## config.mk

```make
export PLATFORM = sky130hd
export DESIGN_NAME = codec_serial_register_writer
export DESIGN_NICKNAME = d
export VERILOG_FILES = /design/src/sv/csrw_pkg.sv /design/src/sv/csrw_front.sv /design/src/sv/csrw_fifo.sv /design/src/sv/csrw_back.sv /design/src/sv/codec_serial_register_writer.sv
export VERILOG_INCLUDE_DIRS = /design/src /design/src/sv
export SDC_FILE = /design/constraint.sdc
export NUM_CORES = 1
export LEC_CHECK = 0
export BUFFER_PORTS_ARGS = -buffer_cell sky130_fd_sc_hd__buf_2
export CAP_MARGIN = 15
export CORE_MARGIN = 5
export CORE_UTILIZATION = 40
export CTS_CLUSTER_DIAMETER = 40
export DETAILED_ROUTE_END_ITERATION = 6
export GPL_TIMING_DRIVEN = 0
export SYNTH_ARGS = -nofsm -noshare
export SYNTH_HDL_FRONTEND = slang
export SYNTH_SLANG_ARGS = --single-unit
```

## constraint.sdc

```tcl
create_clock -name clk -period 6.55 [get_ports clk]
set_clock_uncertainty 0.2 [all_clocks]
set_input_delay 0.9825 -clock clk [delete_from_list [all_inputs] [get_ports clk]]
set_output_delay 0.9825 -clock clk [all_outputs]
set_load 0.02 [all_outputs]
```

## src/sv/codec_serial_register_writer_defines.svh

```systemverilog
// Assertion macros for the serial register writer.
`ifndef CODEC_SERIAL_REGISTER_WRITER_DEFINES_SVH
`define CODEC_SERIAL_REGISTER_WRITER_DEFINES_SVH
`ifndef ASSERT_OFF
`define CSRW_ASSERT(label, clk, rst_n, prop, msg) \
    label: assert property (@(posedge clk) disable iff (!rst_n) prop) else $error(msg);
`define CSRW_ASSERT_NEVER(label, clk, rst_n, cond, msg) \
    `CSRW_ASSERT(label, clk, rst_n, !(cond), msg)
`else
`define CSRW_ASSERT(label, clk, rst_n, prop, msg)
`define CSRW_ASSERT_NEVER(label, clk, rst_n, cond, msg)
`endif
`endif

```

## src/sv/csrw_pkg.sv

```systemverilog
`default_nettype none
package csrw_pkg;

    localparam int GPIO_WIDTH_DEF = 8;
    localparam int QUEUE_DEPTH    = 2;

    // frame layout
    localparam int FRAME_WIDTH = 16;
    localparam logic [3:0] FRAME_MSB = 4'd15;
    localparam logic [7:0] WRITE_BIT = 8'h20;
    localparam logic [7:0] ADDR_MASK = 8'h1f;

    localparam int CFG_ADDR_W = 3;
    localparam logic [CFG_ADDR_W-1:0] CFG_SET_BITS         = 3'd0;
    localparam logic [CFG_ADDR_W-1:0] CFG_CLEAR_BITS       = 3'd1;
    localparam logic [CFG_ADDR_W-1:0] CFG_SELECT_MASK      = 3'd2;
    localparam logic [CFG_ADDR_W-1:0] CFG_DESELECT_PATTERN = 3'd3;
    localparam logic [CFG_ADDR_W-1:0] CFG_PULSE_TRIGGER    = 3'd4;
    localparam logic [CFG_ADDR_W-1:0] CFG_CLOCK_PIN_MASK   = 3'd5;
    localparam logic [CFG_ADDR_W-1:0] CFG_DATA_PIN_MASK    = 3'd6;

    // descriptor flags: plain select, pulse trigger
    localparam int DESC_FLAG_W = 2;

    typedef enum logic [2:0] {
        PH_CLK_LOW  = 3'b001,
        PH_DATA     = 3'b010,
        PH_CLK_HIGH = 3'b100
    } phase_t;

endpackage
`default_nettype wire

```

## src/sv/csrw_front.sv

```systemverilog
`default_nettype none
module csrw_front
    import csrw_pkg::*;
#(
    parameter int GPIO_WIDTH = GPIO_WIDTH_DEF,
    parameter int DESC_W = GPIO_WIDTH + FRAME_WIDTH + DESC_FLAG_W
)(
    input  wire logic [GPIO_WIDTH-1:0] gpio_now,
    input  wire logic [1:0]            codec_addr,
    input  wire logic [GPIO_WIDTH-1:0] select_pattern,
    input  wire logic [7:0]            reg_addr,
    input  wire logic [7:0]            reg_data,
    input  wire logic [GPIO_WIDTH-1:0] set_bits,
    input  wire logic [GPIO_WIDTH-1:0] clear_bits,
    input  wire logic [GPIO_WIDTH-1:0] select_mask,
    input  wire logic                  pulse_trigger,
    output logic      [DESC_W-1:0]     desc
);

    logic [GPIO_WIDTH-1:0]  w0;
    logic [GPIO_WIDTH-1:0]  word;
    logic [FRAME_WIDTH-1:0] frame;
    logic [7:0]             hi_byte;
    logic                   plain;
    logic                   pulse;

    always_comb
    begin
        w0      = (gpio_now | set_bits) & ~clear_bits;
        plain   = (select_pattern == select_mask);
        pulse   = plain && pulse_trigger;
        hi_byte = {codec_addr, 6'd0} | WRITE_BIT | (reg_addr & ADDR_MASK);
        frame   = {hi_byte, reg_data};
        if (pulse)
        begin
            word = w0 | select_mask;
        end
        else if (plain)
        begin
            word = w0 & ~select_mask;
        end
        else
        begin
            word = (w0 & ~select_mask) | select_pattern;
        end
        desc = {word, frame, plain, pulse};
    end

endmodule
`default_nettype wire

```

## src/sv/csrw_fifo.sv

```systemverilog
`default_nettype none
module csrw_fifo
    import csrw_pkg::*;
#(
    parameter int WIDTH = 8,
    parameter int DEPTH = QUEUE_DEPTH
)(
    input  wire logic             clk,
    input  wire logic             rst_n,
    input  wire logic             push,
    input  wire logic [WIDTH-1:0] wr_data,
    input  wire logic             pop,
    output logic      [WIDTH-1:0] rd_data,
    output logic                  not_empty,
    output logic                  full
);

    localparam int PTR_W = (DEPTH > 1) ? $clog2(DEPTH) : 1;
    localparam int CNT_W = $clog2(DEPTH + 1);

    logic [WIDTH-1:0] mem_reg [DEPTH];
    logic [PTR_W-1:0] wr_ptr_reg, wr_ptr_next;
    logic [PTR_W-1:0] rd_ptr_reg, rd_ptr_next;
    logic [CNT_W-1:0] count_reg, count_next;

    function automatic logic [PTR_W-1:0] ptr_inc(input logic [PTR_W-1:0] p);
        if (p == PTR_W'(DEPTH - 1))
        begin
            return '0;
        end
        return p + PTR_W'(1);
    endfunction

    always_comb
    begin
        wr_ptr_next = push ? ptr_inc(wr_ptr_reg) : wr_ptr_reg;
        rd_ptr_next = pop ? ptr_inc(rd_ptr_reg) : rd_ptr_reg;
        count_next  = count_reg;
        if (push && !pop)
        begin
            count_next = count_reg + CNT_W'(1);
        end
        else if (pop && !push)
        begin
            count_next = count_reg - CNT_W'(1);
        end
    end

    always_ff @(posedge clk or negedge rst_n)
    begin
        if (!rst_n)
        begin
            wr_ptr_reg <= '0;
            rd_ptr_reg <= '0;
            count_reg  <= '0;
        end
        else
        begin
            wr_ptr_reg <= wr_ptr_next;
            rd_ptr_reg <= rd_ptr_next;
            count_reg  <= count_next;
        end
    end

    always_ff @(posedge clk)
    begin
        if (push)
        begin
            mem_reg[wr_ptr_reg] <= wr_data;
        end
    end

    assign rd_data   = mem_reg[rd_ptr_reg];
    assign not_empty = (count_reg != '0);
    assign full      = (count_reg == CNT_W'(DEPTH));

endmodule
`default_nettype wire

```

## src/sv/csrw_back.sv

```systemverilog
`default_nettype none
`include "codec_serial_register_writer_defines.svh"
module csrw_back
    import csrw_pkg::*;
#(
    parameter int GPIO_WIDTH = GPIO_WIDTH_DEF,
    parameter int DESC_W = GPIO_WIDTH + FRAME_WIDTH + DESC_FLAG_W
)(
    input  wire logic                  clk,
    input  wire logic                  rst_n,
    input  wire logic                  q_valid,
    input  wire logic [DESC_W-1:0]     q_data,
    output logic                       pop,
    input  wire logic [GPIO_WIDTH-1:0] select_mask,
    input  wire logic [GPIO_WIDTH-1:0] deselect_pattern,
    input  wire logic [GPIO_WIDTH-1:0] clock_pin_mask,
    input  wire logic [GPIO_WIDTH-1:0] data_pin_mask,
    output logic      [GPIO_WIDTH-1:0] gpio_word,
    output logic                       word_valid,
    output logic                       last_word
);

    typedef enum logic [4:0] {
        ST_IDLE  = 5'b00001,
        ST_HEAD  = 5'b00010,
        ST_FRAME = 5'b00100,
        ST_PULSE = 5'b01000,
        ST_TAIL  = 5'b10000
    } state_t;

    state_t                 state_reg, state_next;
    phase_t                 phase_reg, phase_next;
    logic [3:0]             bit_reg, bit_next;
    logic [FRAME_WIDTH-1:0] frame_reg, frame_next;
    logic [GPIO_WIDTH-1:0]  w_reg, w_next;
    logic                   plain_reg, plain_next;
    logic                   pulse_reg, pulse_next;
    logic [GPIO_WIDTH-1:0]  gpio_word_reg, gpio_word_next;
    logic                   strobe_reg, strobe_next;
    logic                   last_reg, last_next;

    logic [GPIO_WIDTH-1:0]  q_word;
    logic [FRAME_WIDTH-1:0] q_frame;
    logic                   q_plain;
    logic                   q_pulse;
    logic                   load;
    logic [GPIO_WIDTH-1:0]  word;

    assign q_word  = q_data[DESC_W-1 -: GPIO_WIDTH];
    assign q_frame = q_data[FRAME_WIDTH+DESC_FLAG_W-1 -: FRAME_WIDTH];
    assign q_plain = q_data[1];
    assign q_pulse = q_data[0];

    always_comb
    begin
        state_next  = state_reg;
        phase_next  = phase_reg;
        bit_next    = bit_reg;
        frame_next  = frame_reg;
        w_next      = w_reg;
        plain_next  = plain_reg;
        pulse_next  = pulse_reg;
        word        = w_reg;
        strobe_next = 1'b0;
        last_next   = 1'b0;
        load        = 1'b0;

        case (state_reg)
            ST_IDLE:
            begin
                load = q_valid;
            end
            ST_HEAD:
            begin
                strobe_next = 1'b1;
                state_next  = ST_FRAME;
            end
            ST_FRAME:
            begin
                strobe_next = 1'b1;
                case (phase_reg)
                    PH_CLK_LOW:
                    begin
                        word       = w_reg & ~clock_pin_mask;
                        phase_next = PH_DATA;
                    end
                    PH_DATA:
                    begin
                        word       = frame_reg[FRAME_WIDTH-1] ? (w_reg | data_pin_mask)
                                                              : (w_reg & ~data_pin_mask);
                        phase_next = PH_CLK_HIGH;
                    end
                    PH_CLK_HIGH:
                    begin
                        word       = w_reg | clock_pin_mask;
                        phase_next = PH_CLK_LOW;
                        frame_next = {frame_reg[FRAME_WIDTH-2:0], 1'b0};
                        bit_next   = bit_reg - 4'd1;
                        if (bit_reg == '0)
                        begin
                            state_next = pulse_reg ? ST_PULSE : ST_TAIL;
                        end
                    end
                    default:
                    begin
                        phase_next = PH_CLK_LOW;
                    end
                endcase
                w_next = word;
            end
            ST_PULSE:
            begin
                word        = w_reg & ~select_mask;
                w_next      = word;
                strobe_next = 1'b1;
                state_next  = ST_TAIL;
            end
            ST_TAIL:
            begin
                word        = plain_reg ? (w_reg | select_mask)
                                        : ((w_reg & ~select_mask) | deselect_pattern);
                w_next      = word;
                strobe_next = 1'b1;
                last_next   = 1'b1;
                load        = q_valid;
                state_next  = ST_IDLE;
            end
            default:
            begin
                state_next = ST_IDLE;
            end
        endcase

        if (load)
        begin
            w_next     = q_word;
            frame_next = q_frame;
            plain_next = q_plain;
            pulse_next = q_pulse;
            bit_next   = FRAME_MSB;
            phase_next = PH_CLK_LOW;
            state_next = q_pulse ? ST_FRAME : ST_HEAD;
        end

        gpio_word_next = word;
        pop            = load;
    end

    always_ff @(posedge clk or negedge rst_n)
    begin
        if (!rst_n)
        begin
            state_reg  <= ST_IDLE;
            phase_reg  <= PH_CLK_LOW;
            bit_reg    <= '0;
            strobe_reg <= 1'b0;
            last_reg   <= 1'b0;
        end
        else
        begin
            state_reg  <= state_next;
            phase_reg  <= phase_next;
            bit_reg    <= bit_next;
            strobe_reg <= strobe_next;
            last_reg   <= last_next;
        end
    end

    always_ff @(posedge clk)
    begin
        frame_reg     <= frame_next;
        w_reg         <= w_next;
        plain_reg     <= plain_next;
        pulse_reg     <= pulse_next;
        gpio_word_reg <= gpio_word_next;
    end

    assign gpio_word  = gpio_word_reg;
    assign word_valid = strobe_reg;
    assign last_word  = last_reg;

    `CSRW_ASSERT(a_pop_has_item, clk, rst_n, pop |-> q_valid, "pop from empty queue")
    `CSRW_ASSERT(a_tail_marks_last, clk, rst_n, (state_reg == ST_TAIL) |=> (last_word && word_valid), "tail word not marked last")
    `CSRW_ASSERT(a_last_from_tail, clk, rst_n, last_word |-> $past(state_reg == ST_TAIL), "last word outside tail")
    `CSRW_ASSERT(a_frame_stays, clk, rst_n, (state_reg == ST_FRAME && !(phase_reg == PH_CLK_HIGH && bit_reg == '0)) |=> (state_reg == ST_FRAME), "frame left early")

endmodule
`default_nettype wire

```

## src/sv/codec_serial_register_writer.sv

```systemverilog
// Serial codec register writer. A write is accepted when start is high and busy is low;
// it produces exactly 50 GPIO words, one per clock cycle on consecutive cycles, each shown
// for one cycle with word_valid high and the 50th flagged by last_word. Results cannot be
// stalled. Writes are classified on entry and held in a two-entry queue while the word
// sequencer, which emits one word per cycle, plays out the current one; busy rises while
// the queue is full. The user must write the configuration registers through
// cfg_wr_en/cfg_addr/cfg_wdata only while no write is in progress; the block itself does
// not enforce this.
`default_nettype none
module codec_serial_register_writer
    import csrw_pkg::*;
#(
    parameter int GPIO_WIDTH = GPIO_WIDTH_DEF
)(
    input  wire logic                  clk,
    input  wire logic                  rst_n,
    input  wire logic                  cfg_wr_en,
    input  wire logic [CFG_ADDR_W-1:0] cfg_addr,
    input  wire logic [GPIO_WIDTH-1:0] cfg_wdata,
    input  wire logic                  start,
    output logic                       busy,
    input  wire logic [GPIO_WIDTH-1:0] gpio_now,
    input  wire logic [1:0]            codec_addr,
    input  wire logic [GPIO_WIDTH-1:0] select_pattern,
    input  wire logic [7:0]            reg_addr,
    input  wire logic [7:0]            reg_data,
    output logic      [GPIO_WIDTH-1:0] gpio_word,
    output logic                       last_word,
    output logic                       word_valid
);

    localparam int DESC_W = GPIO_WIDTH + FRAME_WIDTH + DESC_FLAG_W;

    logic [GPIO_WIDTH-1:0] set_bits_reg;
    logic [GPIO_WIDTH-1:0] clear_bits_reg;
    logic [GPIO_WIDTH-1:0] select_mask_reg;
    logic [GPIO_WIDTH-1:0] deselect_pattern_reg;
    logic                  pulse_trigger_reg;
    logic [GPIO_WIDTH-1:0] clock_pin_mask_reg;
    logic [GPIO_WIDTH-1:0] data_pin_mask_reg;

    logic [DESC_W-1:0] desc;
    logic [DESC_W-1:0] q_data;
    logic              q_valid;
    logic              q_full;
    logic              pop;
    logic              accept;

    always_ff @(posedge clk or negedge rst_n)
    begin
        if (!rst_n)
        begin
            set_bits_reg         <= '0;
            clear_bits_reg       <= '0;
            select_mask_reg      <= '0;
            deselect_pattern_reg <= '0;
            pulse_trigger_reg    <= 1'b0;
            clock_pin_mask_reg   <= '0;
            data_pin_mask_reg    <= '0;
        end
        else if (cfg_wr_en)
        begin
            case (cfg_addr)
                CFG_SET_BITS:         set_bits_reg         <= cfg_wdata;
                CFG_CLEAR_BITS:       clear_bits_reg       <= cfg_wdata;
                CFG_SELECT_MASK:      select_mask_reg      <= cfg_wdata;
                CFG_DESELECT_PATTERN: deselect_pattern_reg <= cfg_wdata;
                CFG_PULSE_TRIGGER:    pulse_trigger_reg    <= cfg_wdata[0];
                CFG_CLOCK_PIN_MASK:   clock_pin_mask_reg   <= cfg_wdata;
                CFG_DATA_PIN_MASK:    data_pin_mask_reg    <= cfg_wdata;
                default:
                begin
                end
            endcase
        end
    end

    assign busy   = q_full;
    assign accept = start && !q_full;

    csrw_front #(
        .GPIO_WIDTH (GPIO_WIDTH),
        .DESC_W     (DESC_W)
    ) u_front (
        .gpio_now       (gpio_now),
        .codec_addr     (codec_addr),
        .select_pattern (select_pattern),
        .reg_addr       (reg_addr),
        .reg_data       (reg_data),
        .set_bits       (set_bits_reg),
        .clear_bits     (clear_bits_reg),
        .select_mask    (select_mask_reg),
        .pulse_trigger  (pulse_trigger_reg),
        .desc           (desc)
    );

    csrw_fifo #(
        .WIDTH (DESC_W),
        .DEPTH (QUEUE_DEPTH)
    ) u_fifo (
        .clk       (clk),
        .rst_n     (rst_n),
        .push      (accept),
        .wr_data   (desc),
        .pop       (pop),
        .rd_data   (q_data),
        .not_empty (q_valid),
        .full      (q_full)
    );

    csrw_back #(
        .GPIO_WIDTH (GPIO_WIDTH),
        .DESC_W     (DESC_W)
    ) u_back (
        .clk              (clk),
        .rst_n            (rst_n),
        .q_valid          (q_valid),
        .q_data           (q_data),
        .pop              (pop),
        .select_mask      (select_mask_reg),
        .deselect_pattern (deselect_pattern_reg),
        .clock_pin_mask   (clock_pin_mask_reg),
        .data_pin_mask    (data_pin_mask_reg),
        .gpio_word        (gpio_word),
        .word_valid       (word_valid),
        .last_word        (last_word)
    );

endmodule
`default_nettype wire

```

==> summary.md <==
| Metric | Value |
|---|---|
| Status | `complete, no violations` |
| Worst skew pair latency | `0.43 ns` |
| Final min period | `2.98 ns` |
| Sequential area share after synthesis | `0.609` |
| Num CTS Buffers | `17` |
| Main synth FF type | `edfxtp_1` |
| Core ar. | `0.0164 mm²` |
| Max Clock Freq | `336 MHz` |
| Pin count of the biggest net entering global routing | `68` |
| Crit path buffers/inverters | `3` |
| Setup CP Type | `flop to flop` |
| Routed Antenna Nets | `0` |
| Critical path required time | `6.40 ns` |
| Tcrit/Tclk final | `0.454` |
| Final hold violations | `0` |
| Pwr dens | `461 mW/mm²` |
| DP Worst Slack | `3.60 ns` |
| Post-synth EDFFs | `68` |
| P&R area growth vs syn | `17.9%` |
| Via count | `4392` |
| CTS Sinks | `151` |
| WL met3 | `725 µm` |
| Router iterations before antenna repair | `5` |
| CTS resizes | `0` |
| Postcts setup bufs | `0` |
| Max reg flops | `50` |
| Peak VDD IR | `0.226 mV` |
| Cell area after synthesis | `0.00664 mm²` |
| FF-to-FF path depth | `6` |
| GRT overflow | `0` |
| Share of cells above drive strength 1 | `0.266` |
| M1 WL | `6740 µm` |
| Die Ht | `139 µm` |
| Critical Path Start | `u_back.state_reg[2]` |
| Final setup viols | `0` |
| WL final | `14900 µm` |
| Startpoint Class | `flop` |
| Vias per inst | `5.28` |
| Flops & latches, synth | `151` |
| Post-Synthesis Cells | `524` |
| Site Rows | `47` |
| Hold_sp | `u_back.pulse_reg` |
| Setup_tns | `0 ns` |
| Max layer used | `met4` |
| H-tree depth | `4` |
| Warnings from Yosys | `0` |
| Crit. path cell count | `6` |
| CP endpoint kind | `flop` |
| Met2 routed WL | `7030 µm` |
| Final core utilization | `0.477` |
| Die width | `139 µm` |
| First-pass GRT wire length | `24300 µm` |
| CP delay by family, top | `simple AND/OR/NAND/NOR gates` |
| IO buf count | `54` |
| Mean post-synth cell area | `12.7 µm²` |
| Initial antenna violation count | `0` |
| Worst Setup Slack, final | `3.57 ns` |
| Data arrival, critical path | `2.83 ns` |
| N_diodes | `0` |
| GRT Util Overall | `0.162` |
| CTS tree | `done` |
| Largest stage delay, worst path | `0.56 ns` |
| Post-synth ARST share | `0.444` |
| Crit Reg-Reg Startpoint | `u_back.state_reg[2]` |
| Initial Utilization | `0.405` |
| Worst path cell trace | `or2_1 > or4_1 > clkbuf_2 > buf_2 > buf_2 > nand2_1` |
| Cell mode on critical path | `buf_2` |
| Worst-path maximum fanout | `16` |
| Flop-to-flop setup slack | `3.57 ns` |
| Avg WL per Cell | `18.0 µm` |
| Max cap viols | `0` |
| Root Driver | `clkbuf_16` |
| Placed Cells | `800` |
| # DRC | `0` |
| Total die area | `0.0193 mm²` |
| Post-CTS Hold Buffers | `0` |
| Boundary pin count | `60` |
| Max-slew headroom | `0.424` |
| Slew Viols, Final | `0` |
| Net count after synthesis | `575` |
| Worst-path clk slew | `0.06 ns` |
| HPWL Detailed | `10700 µm` |
| RSZ-0062 raised after global routing | `false` |
| Worst min path class | `flop to flop` |
| Non-Filler Instances | `832` |
| Distinct cells, synth | `52` |
| GPL Wtd Cong | `0.849` |
| Number of global-route vias before repair | `4665` |
| CTS max path bufs | `2` |
| Nets | `650` |
| Slew @ Worst Pin | `0.864 ns` |
| Hold-critical path depth | `1` |
| Starting DRC count in detailed routing | `356` |
| Worst hold margin | `0.259 ns` |
| Leakage | `0.00320 µW` |
| Critical-path top delay cell | `nand2_1` |
==> cells by family (layout without fill, tap and decap cells) <==
| family | after synthesis | after routing | share of synthesized area |
|---|---|---|---|
| flip-flops | 151 | 151 | 0.609 |
| multiplexers | 75 | 75 | 0.122 |
| AO/OA/AOI/OAI | 111 | 111 | 0.117 |
| buffers and inverters | 47 | 135 | 0.0303 |
| adder cells (fa/ha/maj) | 2 | 2 | 0.00377 |
| XOR/XNOR | 19 | 19 | 0.0251 |
| AND/OR/NAND/NOR | 119 | 119 | 0.0923 |
==> final timing paths <==
kind / to
worst max-delay path: u_back.frame_reg[2]
worst min-delay path: u_back.state_reg[4]
worst max register to register: u_back.frame_reg[2]
worst min register to register: u_back.state_reg[4]
max in group asynchronous: data_pin_mask_reg[6]
min in group asynchronous: pulse_trigger_reg
==> per-layer routing <==
layer | global-route usage | vias to the layer above
met3 | 0.0407 | 28
li1 | - | 2083
met5 | 0 | -
met4 | 0.0788 | 0
met1 | 0.211 | 2157
met2 | 0.252 | 124
==> Yosys cell counts, drive strengths merged (14+ instances only) <==
library cell | n | area share
mux2i | 25 | 0.038
clkbuf | 14 | 0.0081
a21oi | 38 | 0.029
nand2 | 29 | 0.016
mux2 | 50 | 0.085
a211oi | 16 | 0.018
inv | 23 | 0.013
o21ai | 18 | 0.014
nor2 | 32 | 0.018
dfxtp | 16 | 0.048
edfxtp | 68 | 0.31
dfrtp | 65 | 0.24
nor2b | 14 | 0.013
==> cell type report <==
type | instances | area [µm²]
clock inverters | 13 | 143
well taps | 220 | 275
plain buffers | 24 | 115
multi-input cells | 326 | 2400
repair buffers | 56 | 328
inverters | 23 | 86.3
flip-flops and latches | 151 | 4040
clock buffers | 19 | 443
fillers | 1465 | 8580
==> power breakdown <==
group	internal, µW	switching, µW
combinational	458	664
sequential	1350	175
clock	576	390
==> layout by cell type, fill, tap and decap left out, types with 4 or more instances in the layout <==
cell type	n
edfxtp_1	68
dfrtp_1	65
buf_2	60
mux2_2	50
a21oi_1	38
nor2_1	31
nand2_1	29
mux2i_1	25
inv_1	22
clkbuf_16	17
a211oi_1	16
dfxtp_1	16
clkbuf_1	14
nor2b_1	14
xor2_1	12
nor3_1	10
o21ai_1	10
o21ai_0	8
a221o_1	8
xnor2_1	7
o21bai_1	7
o32ai_1	7
a221oi_2	7
nand3_1	5
nand2b_1	5
inv_6	4
==> metrics by stage <==
| stage | total power [µW] | instance area, µm² |
|---|---|---|
| floorplan | 2290 | 6640 |
| global placement | 2600 | 7190 |
| detailed placement | 2670 | 7250 |
| CTS | 3640 | 7830 |
| global route | 3820 | 7830 |
| finish | 3610 | 7830 |
==> worst register-to-register path, cell delays in order (launching register included) <==
cell and delay (ns):
dfrtp_1 0.47, or2_1 0.27, or4_1 0.51, clkbuf_2 0.17
buf_2 0.21, buf_2 0.22, nand2_1 0.56
Note: power is estimated with default switching activity, not from simulation.
